**config.mk**
```make
export PLATFORM = sky130hd
export DESIGN_NAME = bellman_ford_shortest_path_flat
export DESIGN_NICKNAME = d
export VERILOG_FILES = /design/src/sv/bfsp_pkg.sv /design/src/sv/bfsp_item_if.sv /design/src/sv/bfsp_result_if.sv /design/src/sv/bellman_ford_shortest_path.sv /design/src/flat_wrapper.sv
export SDC_FILE = /design/constraint.sdc
export NUM_CORES = 2
export LEC_CHECK = 0
export BUFFER_PORTS_ARGS = -buffer_cell sky130_fd_sc_hd__clkbuf_2
export CAP_MARGIN = 20
export CORE_MARGIN = 5
export CORE_UTILIZATION = 40
export DETAILED_ROUTE_END_ITERATION = 16
export GPL_ROUTABILITY_DRIVEN = 0
export REMOVE_ABC_BUFFERS = 1
export SETUP_SLACK_MARGIN = 0.05
export SLEW_MARGIN = 20
export SYNTH_ARGS = -nofsm -noshare
export SYNTH_HDL_FRONTEND = slang
export SYNTH_SLANG_ARGS = --single-unit
```
**constraint.sdc**
```tcl
create_clock -name clk -period 10.1 [get_ports clk]
set_input_delay 2.02 -clock clk [delete_from_list [all_inputs] [get_ports clk]]
set_output_delay 2.02 -clock clk [all_outputs]
set_load 0.005 [all_outputs]
```
**src/sv/bfsp_pkg.sv**
```systemverilog
// ----------------------------------------------------------------------------
// bfsp_pkg
// shared types and constants of the shortest path block
// ----------------------------------------------------------------------------
package bfsp_pkg;

    localparam int MAX_VERTICES = 16;
    localparam int MAX_EDGES    = 64;

    localparam int VTX_W   = $clog2(MAX_VERTICES);
    localparam int VCNT_W  = $clog2(MAX_VERTICES + 1);
    localparam int EDGE_AW = $clog2(MAX_EDGES);
    localparam int ECNT_W  = $clog2(MAX_EDGES + 1);
    localparam int WGT_W   = 16;
    localparam int DIST_W  = 32;

    localparam logic signed [DIST_W-1:0] DIST_MAX = {1'b0, {(DIST_W-1){1'b1}}};
    localparam logic signed [DIST_W-1:0] DIST_MIN = {1'b1, {(DIST_W-1){1'b0}}};

    localparam logic OP_ADD_EDGE = 1'b0;
    localparam logic OP_RUN      = 1'b1;

    typedef struct packed {
        logic                    operation;
        logic [VTX_W-1:0]        edge_from;
        logic [VTX_W-1:0]        edge_to;
        logic signed [WGT_W-1:0] edge_weight;
        logic [VTX_W-1:0]        start_vertex;
    } item_t;

    typedef struct packed {
        logic [VTX_W-1:0]         vertex;
        logic signed [DIST_W-1:0] distance;
        logic                     reachable;
        logic                     negative_cycle;
        logic                     last;
    } result_t;

    typedef struct packed {
        logic [VTX_W-1:0]        src;
        logic [VTX_W-1:0]        dst;
        logic signed [WGT_W-1:0] weight;
    } edge_t;

endpackage

```
**src/sv/bfsp_item_if.sv**
```systemverilog
// ----------------------------------------------------------------------------
// bfsp_item_if
// valid/ready channel carrying one input item per beat
// ----------------------------------------------------------------------------
interface bfsp_item_if
    import bfsp_pkg::*;
();
    logic  valid;
    logic  ready;
    item_t data;

    modport source (output valid, output data, input ready);
    modport sink (input valid, input data, output ready);
endinterface

```
**src/sv/bfsp_result_if.sv**
```systemverilog
// ----------------------------------------------------------------------------
// bfsp_result_if
// valid/ready channel carrying one result row per beat
// ----------------------------------------------------------------------------
interface bfsp_result_if
    import bfsp_pkg::*;
();
    logic    valid;
    logic    ready;
    result_t data;

    modport source (output valid, output data, input ready);
    modport sink (input valid, input data, output ready);
endinterface

```
**src/sv/bellman_ford_shortest_path.sv**
```systemverilog
// ----------------------------------------------------------------------------
// bellman_ford_shortest_path
// single-source shortest path over a stored list of weighted edges
// ----------------------------------------------------------------------------
// item channel: an add-edge beat appends one edge to a 64-entry edge memory
// (dropped once full) and is taken while idle. a run beat names the start
// vertex; the block then drops ready until the last result row is taken.
// result channel: one row per vertex in use, vertex 0 first, last on the
// final row. each row is held in the output register until taken, so a
// stalled receiver simply pauses the row sequencer.
// a run walks every source vertex per pass; a source with no distance is
// skipped. for each reachable source it loads the distance, then scans every
// stored edge through one shared add/saturate/compare unit: each edge is
// fetched and checked, and an edge leaving that source is relaxed in a
// further step. with n vertices a run makes n-1 passes plus the negative
// cycle check pass, then reads each row from the distance memory into the
// output register.
// cfg_wr_en/cfg_wr_data write num_vertices; 0 acts as 1, above 16 as 16.
// reset (rst_n low) empties the edge list and sets num_vertices to 16.
// ----------------------------------------------------------------------------
module bellman_ford_shortest_path
    import bfsp_pkg::*;
(
    input  logic              clk,
    input  logic              rst_n,
    input  logic              cfg_wr_en,
    input  logic [VCNT_W-1:0] cfg_wr_data,
    bfsp_item_if.sink         item,
    bfsp_result_if.source     result
);

    typedef enum logic [3:0] {
        S_IDLE,
        S_SRC,
        S_SRCLD,
        S_EFETCH,
        S_ECHK,
        S_RELAX,
        S_ORD,
        S_OLD,
        S_OWAIT
    } state_t;

    state_t                   state_reg, state_next;
    logic [VCNT_W-1:0]        cfg_nv_reg;
    logic [VCNT_W-1:0]        nv_reg, nv_next;
    logic [ECNT_W-1:0]        ecount_reg, ecount_next;
    logic [VCNT_W-1:0]        pass_reg, pass_next;
    logic                     check_reg, check_next;
    logic                     neg_reg, neg_next;
    logic [VCNT_W-1:0]        src_reg, src_next;
    logic [ECNT_W-1:0]        e_reg, e_next;
    logic signed [DIST_W-1:0] srcd_reg, srcd_next;
    logic signed [DIST_W-1:0] cand_reg, cand_next;
    logic [VTX_W-1:0]         to_reg, to_next;
    logic [MAX_VERTICES-1:0]  reach_reg, reach_next;
    logic [VTX_W-1:0]         row_reg, row_next;
    logic                     res_valid_reg, res_valid_next;
    result_t                  res_data_reg, res_data_next;

    // edge memory
    edge_t                    edge_mem [MAX_EDGES];
    edge_t                    edge_rd;
    logic                     edge_we;
    edge_t                    edge_wdata;

    // distance memory
    logic signed [DIST_W-1:0] dist_mem [MAX_VERTICES];
    logic signed [DIST_W-1:0] dist_rd;
    logic                     dist_we;
    logic [VTX_W-1:0]         dist_waddr;
    logic signed [DIST_W-1:0] dist_wdata;
    logic [VTX_W-1:0]         dist_raddr;

    logic [VCNT_W-1:0]        nv_eff;
    logic                     item_beat;
    logic signed [DIST_W:0]   sum_wide;
    logic signed [DIST_W-1:0] sum_sat;
    logic [VTX_W-1:0]         src_idx;

    assign item.ready   = (state_reg == S_IDLE);
    assign item_beat    = item.valid && item.ready;
    assign result.valid = res_valid_reg;
    assign result.data  = res_data_reg;
    assign src_idx      = src_reg[VTX_W-1:0];

    always_comb
    begin
        if (cfg_nv_reg == '0)
        begin
            nv_eff = VCNT_W'(1);
        end
        else if (cfg_nv_reg > VCNT_W'(MAX_VERTICES))
        begin
            nv_eff = VCNT_W'(MAX_VERTICES);
        end
        else
        begin
            nv_eff = cfg_nv_reg;
        end
    end

    // shared add with saturation to the signed distance range
    always_comb
    begin
        sum_wide = {srcd_reg[DIST_W-1], srcd_reg}
                 + {{(DIST_W+1-WGT_W){edge_rd.weight[WGT_W-1]}}, edge_rd.weight};
        if (sum_wide[DIST_W] != sum_wide[DIST_W-1])
        begin
            sum_sat = sum_wide[DIST_W] ? DIST_MIN : DIST_MAX;
        end
        else
        begin
            sum_sat = sum_wide[DIST_W-1:0];
        end
    end

    always_comb
    begin
        state_next     = state_reg;
        nv_next        = nv_reg;
        ecount_next    = ecount_reg;
        pass_next      = pass_reg;
        check_next     = check_reg;
        neg_next       = neg_reg;
        src_next       = src_reg;
        e_next         = e_reg;
        srcd_next      = srcd_reg;
        cand_next      = cand_reg;
        to_next        = to_reg;
        reach_next     = reach_reg;
        row_next       = row_reg;
        res_valid_next = res_valid_reg;
        res_data_next  = res_data_reg;
        edge_we        = 1'b0;
        edge_wdata     = '{src: item.data.edge_from, dst: item.data.edge_to,
                           weight: item.data.edge_weight};
        dist_we        = 1'b0;
        dist_waddr     = to_reg;
        dist_wdata     = cand_reg;
        dist_raddr     = '0;

        unique case (state_reg)
            S_IDLE:
            begin
                if (item_beat)
                begin
                    if (item.data.operation == OP_ADD_EDGE)
                    begin
                        if (ecount_reg < ECNT_W'(MAX_EDGES))
                        begin
                            edge_we     = 1'b1;
                            ecount_next = ecount_reg + ECNT_W'(1);
                        end
                    end
                    else
                    begin
                        nv_next    = nv_eff;
                        reach_next = '0;
                        if ({1'b0, item.data.start_vertex} < nv_eff)
                        begin
                            reach_next[item.data.start_vertex] = 1'b1;
                            dist_we    = 1'b1;
                            dist_waddr = item.data.start_vertex;
                            dist_wdata = '0;
                        end
                        pass_next  = VCNT_W'(1);
                        check_next = (nv_eff == VCNT_W'(1));
                        neg_next   = 1'b0;
                        src_next   = '0;
                        state_next = S_SRC;
                    end
                end
            end
            S_SRC:
            begin
                if (src_reg == nv_reg)
                begin
                    // end of a pass
                    if (check_reg)
                    begin
                        row_next   = '0;
                        state_next = S_ORD;
                    end
                    else
                    begin
                        if (pass_reg + VCNT_W'(1) == nv_reg)
                        begin
                            check_next = 1'b1;
                        end
                        pass_next = pass_reg + VCNT_W'(1);
                        src_next  = '0;
                    end
                end
                else if (!reach_reg[src_idx])
                begin
                    src_next = src_reg + VCNT_W'(1);
                end
                else
                begin
                    dist_raddr = src_idx;
                    state_next = S_SRCLD;
                end
            end
            S_SRCLD:
            begin
                srcd_next  = dist_rd;
                e_next     = '0;
                state_next = S_EFETCH;
            end
            S_EFETCH:
            begin
                if (e_reg == ecount_reg)
                begin
                    src_next   = src_reg + VCNT_W'(1);
                    state_next = S_SRC;
                end
                else
                begin
                    state_next = S_ECHK;
                end
            end
            S_ECHK:
            begin
                if (edge_rd.src == src_idx && {1'b0, edge_rd.dst} < nv_reg)
                begin
                    cand_next  = sum_sat;
                    to_next    = edge_rd.dst;
                    dist_raddr = edge_rd.dst;
                    state_next = S_RELAX;
                end
                else
                begin
                    e_next     = e_reg + ECNT_W'(1);
                    state_next = S_EFETCH;
                end
            end
            S_RELAX:
            begin
                if (!reach_reg[to_reg] || cand_reg < dist_rd)
                begin
                    if (check_reg)
                    begin
                        neg_next = 1'b1;
                    end
                    else
                    begin
                        dist_we            = 1'b1;
                        reach_next[to_reg] = 1'b1;
                        // self loop changes the source distance in flight
                        if (to_reg == src_idx)
                        begin
                            srcd_next = cand_reg;
                        end
                    end
                end
                e_next     = e_reg + ECNT_W'(1);
                state_next = S_EFETCH;
            end
            S_ORD:
            begin
                dist_raddr = row_reg;
                state_next = S_OLD;
            end
            S_OLD:
            begin
                res_valid_next               = 1'b1;
                res_data_next.vertex         = row_reg;
                res_data_next.distance       = reach_reg[row_reg] ? dist_rd : DIST_MAX;
                res_data_next.reachable      = reach_reg[row_reg];
                res_data_next.negative_cycle = neg_reg;
                res_data_next.last           = ({1'b0, row_reg} + VCNT_W'(1) == nv_reg);
                state_next                   = S_OWAIT;
            end
            S_OWAIT:
            begin
                if (result.ready)
                begin
                    res_valid_next = 1'b0;
                    if (res_data_reg.last)
                    begin
                        state_next = S_IDLE;
                    end
                    else
                    begin
                        row_next   = row_reg + VTX_W'(1);
                        state_next = S_ORD;
                    end
                end
            end
            default:
            begin
                state_next = S_IDLE;
            end
        endcase
    end

    always_ff @(posedge clk or negedge rst_n)
    begin
        if (!rst_n)
        begin
            state_reg     <= S_IDLE;
            cfg_nv_reg    <= VCNT_W'(MAX_VERTICES);
            nv_reg        <= VCNT_W'(MAX_VERTICES);
            ecount_reg    <= '0;
            pass_reg      <= '0;
            check_reg     <= 1'b0;
            neg_reg       <= 1'b0;
            src_reg       <= '0;
            e_reg         <= '0;
            reach_reg     <= '0;
            row_reg       <= '0;
            res_valid_reg <= 1'b0;
            res_data_reg  <= '0;
        end
        else
        begin
            state_reg     <= state_next;
            if (cfg_wr_en)
            begin
                cfg_nv_reg <= cfg_wr_data;
            end
            nv_reg        <= nv_next;
            ecount_reg    <= ecount_next;
            pass_reg      <= pass_next;
            check_reg     <= check_next;
            neg_reg       <= neg_next;
            src_reg       <= src_next;
            e_reg         <= e_next;
            reach_reg     <= reach_next;
            row_reg       <= row_next;
            res_valid_reg <= res_valid_next;
            res_data_reg  <= res_data_next;
        end
    end

    always_ff @(posedge clk)
    begin
        srcd_reg     <= srcd_next;
        cand_reg     <= cand_next;
        to_reg       <= to_next;
    end

    always_ff @(posedge clk)
    begin
        if (edge_we)
        begin
            edge_mem[ecount_reg[EDGE_AW-1:0]] <= edge_wdata;
        end
        edge_rd <= edge_mem[e_reg[EDGE_AW-1:0]];
    end

    always_ff @(posedge clk)
    begin
        if (dist_we)
        begin
            dist_mem[dist_waddr] <= dist_wdata;
        end
        dist_rd <= dist_mem[dist_raddr];
    end

endmodule

```
**src/flat_wrapper.sv**
```systemverilog
// flat-port wrapper written by rule: the top's interface ports become plain ports
module bellman_ford_shortest_path_flat import bfsp_pkg::*;
  (clk, rst_n, cfg_wr_en, cfg_wr_data, item_valid, item_data, item_ready, result_valid, result_data, result_ready);
  bfsp_item_if item_i ();
  bfsp_result_if result_i ();
  input  logic clk;
  input  logic rst_n;
  input  logic cfg_wr_en;
  input  logic [VCNT_W-1:0] cfg_wr_data;
  input wire logic [$bits(item_i.valid)-1:0] item_valid;
  input wire logic [$bits(item_i.data)-1:0] item_data;
  output wire logic [$bits(item_i.ready)-1:0] item_ready;
  output wire logic [$bits(result_i.valid)-1:0] result_valid;
  output wire logic [$bits(result_i.data)-1:0] result_data;
  input wire logic [$bits(result_i.ready)-1:0] result_ready;
  assign item_i.valid = item_valid;
  assign item_i.data = item_data;
  assign item_ready = item_i.ready;
  assign result_valid = result_i.valid;
  assign result_data = result_i.data;
  assign result_i.ready = result_ready;
  bellman_ford_shortest_path u_core (.clk(clk), .rst_n(rst_n), .cfg_wr_en(cfg_wr_en), .cfg_wr_data(cfg_wr_data), .item(item_i), .result(result_i));
endmodule
```
==> metrics.txt <==
most numerous cell in the Yosys netlist=edfxtp_1; CTS Buf Count=approximately 220; via count=roughly 46000; fraction of registers with async set/reset=0.0440; Clk Tree Root Cell=clkbuf_16; final design utilization=0.453; status=finished clean; Slew Limit Headroom=0.225; Initial DRC Count=4819; Area growth syn-to-layout=12.5%; unrepaired setup endpoints after global routing=false; CP cell instances=mux4_1, mux2i_1, mux2i_1, and3_4, a21oi_4, buf_4, nand2_8, buf_4, a211oi_1, a211oi_1, or4_1; register area=67200 sq um; Achievable Freq=201 MHz; most common library cells after synthesis=edfxtp_1 (2116), mux4_2 (515), nand2_1 (337); layout filler cell count=between 15000 and 20000; P_leak=roughly 32 nW; Setup TNS=0 ns; syn_area_per_cell=between 15 and 20 sq um; global-route wire length before repair=323000 um; CP max-delay cell=dfrtp_1; count of state elements after synthesis=2272; NumNets Final=roughly 5000; antenna violations before repair=21; core area=between 200000 and 250000 sq um; PortBufs=just under 80; Max Transition Viols Final=0; Post-Place Cells=7666; max_cap viols=0; Synth Cell Area=around 91000 sq um; area of the multi-input gates=around 23000 sq um; CP Capture Type=flip-flop; I/O pin total=80; # DRC=0; Worst Hold Class=reg -> reg; Unique masters post-synth=81; PD cells=approximately 230 nW/um^2; Largest register FFs=between 1500 and 2000; Syn Inst Count=between 4000 and 5000; die width=slightly below 500 um; Final Hold Fails=0; post-route ant nets=0; crit-path leading delay family=simple AND/OR/NAND/NOR gates; Seq/Total Area, Yosys=0.741; Clock Tree Buf Depth=3; clock-pin slew on the worst setup and hold paths=around 0.070 ns; row count=174; full die area=between 200000 and 250000 sq um; CTS H-tree depth=4; Final Power=0.0232 W; final HPWL from detailed placement=~130000 um; Critical Path RT=between 10 and 15 ns; CP max FO=138; WS Path Type=reg -> reg; clk_lat worst skew=0.87 ns; layout cell share with drive strength beyond 1=0.225; largest area contributor in the netlist=edfxtp_1; Primary FF master, synth=edfxtp_1; TritonCTS clock tree=yes; critical path data arrival time=roughly 5.7 ns; Ys Warns=0; vias in the first global route=46100; Finish-stage setup viols=0; Final min period=around 5.0 ns; Reg2Reg Setup Slack=5.13 ns; worst slew pin tran=around 1.2 ns; Initial Util=0.403; TritonRoute pass-1 iters=6; final cell count without fillers=roughly 8100; skew final=roughly 0.09 ns; grt total ovfl=0; Avg Vias per Cell=around 5.7; Worst Setup Start Kind=flip-flop; Post-synth EDFFs=roughly 2100; peak per-stage delay on the critical path=~0.8 ns; final WL=221000 um; fin crit share=0.492; Yosys top cell area share=0.701; WL/cell=about 27 um; clk sink count=roughly 2300; peak supply drop=around 0.19 mV; Hold Buf Count CTS=0; Die Y=roughly 490 um; Post CTS Setup Buffer Count=0; largest net degree at the start of global routing=around 140; synth top area cells=edfxtp_1 (70%), mux4_2 (13%), dfrtp_1 (2.7%); Resize count post-CTS=0; Total Routing Usage GR=0.185; Critical path buffers and inverters=2
## worst paths after layout
| path | start | to | cells after the start |
|---|---|---|---|
| max reg2reg | u_core.src_reg[0] | u_core.dist_rd[19] | 11 |
| min | u_core.result.data[33] | u_core.result.data[33] | 2 |
| min reg2reg | u_core.result.data[33] | u_core.result.data[33] | 2 |
| max | u_core.src_reg[0] | u_core.dist_rd[19] | 11 |
| min in group asynchronous | rst_n | u_core.result.data[14] | 1 |
| max in group asynchronous | rst_n | u_core.e_reg[0] | 2 |
## per-layer routing
metal | wire, um | vias up | GRT usage
met4 | 4610 | 4 | 0.0450
met3 | 14600 | 307 | 0.0295
met1 | 95300 | 24300 | 0.264
li1 | - | 19800 | -
met5 | 32 | - | 0
met2 | 107000 | 1604 | 0.300
## worst reg2reg max path: cells and delay by family, from the launching register on
family                 cells  cell delay (ns)
AO/OA/AOI/OAI              3             0.63
flip-flops                 1             0.79
multiplexers               3             1.06
buffers and inverters      2             1.08
AND/OR/NAND/NOR            3             1.32
## power breakdown
| part | internal [W] | total [W] | switching, W |
|---|---|---|---|
| combinational | 0.00199 | 0.00431 | 0.00232 |
| sequential | 0.0106 | 0.0109 | 0.000272 |
| clock | 0.00446 | 0.00804 | 0.00358 |
| total | 0.0171 | 0.0232 | 0.00618 |
## logic make-up after synthesis
group | synth area share
DFF | 0.741
adders and majority gates | 0.0112
xor gates and xnor gates | 0.00657
AOI/OAI and AO/OA | 0.0511
and+or+nand+nor | 0.0428
muxes | 0.131
buffers and inverters | 0.0161
## layout make-up
cell class / count / area share
Sequential cell: 2272 / 0.659
Multi-Input combinational cell: 2192 / 0.222
Clock buffer: 280 / 0.0568
Tap cell: 2992 / 0.0367
Clock inverter: 133 / 0.0126
Timing Repair Buffer: 158 / 0.0107
Inverter: 54 / 0.00199
Antenna cell: 14 / 0.000344
## per-stage QoR
stage	hold WS, ns	area, sq um	setup WS, ns
2_1_floorplan	0.437	89400	-6.16
3_3_place_gp	0.448	94800	4.64
3_5_place_dp	0.455	94800	4.70
4_1_cts	0.469	102000	5.08
5_1_grt	0.480	102000	4.77
6_report	0.462	102000	5.13
## placed cells by master, fill, tap and decap left out, types with 9 or more instances in the layout
cell type,n
o31ai_1,9
edfxtp_1,2116
bufinv_16,15
mux4_2,515
nor2_1,61
mux2i_1,12
or2_2,10
xnor2_1,37
nand3_1,84
dfxtp_1,56
clkinv_2,40
a211oi_1,166
clkbuf_2,77
o32ai_1,28
clkinv_1,55
o31a_1,16
o21ai_0,149
clkinv_16,9
buf_4,73
o22ai_1,22
nand4_1,11
and3_1,129
dfrtp_1,93
a31o_2,26
a21o_1,29
mux2_2,11
ha_1,74
nor2_4,65
a21oi_1,136
and2_2,16
nand2_1,336
and2_1,35
clkbuf_1,53
inv_1,54
a311o_1,26
clkbuf_16,219
nor3_1,15
xor2_1,31
diode_2,14
nor2b_1,13
Note: power is estimated with default switching activity, not from simulation.
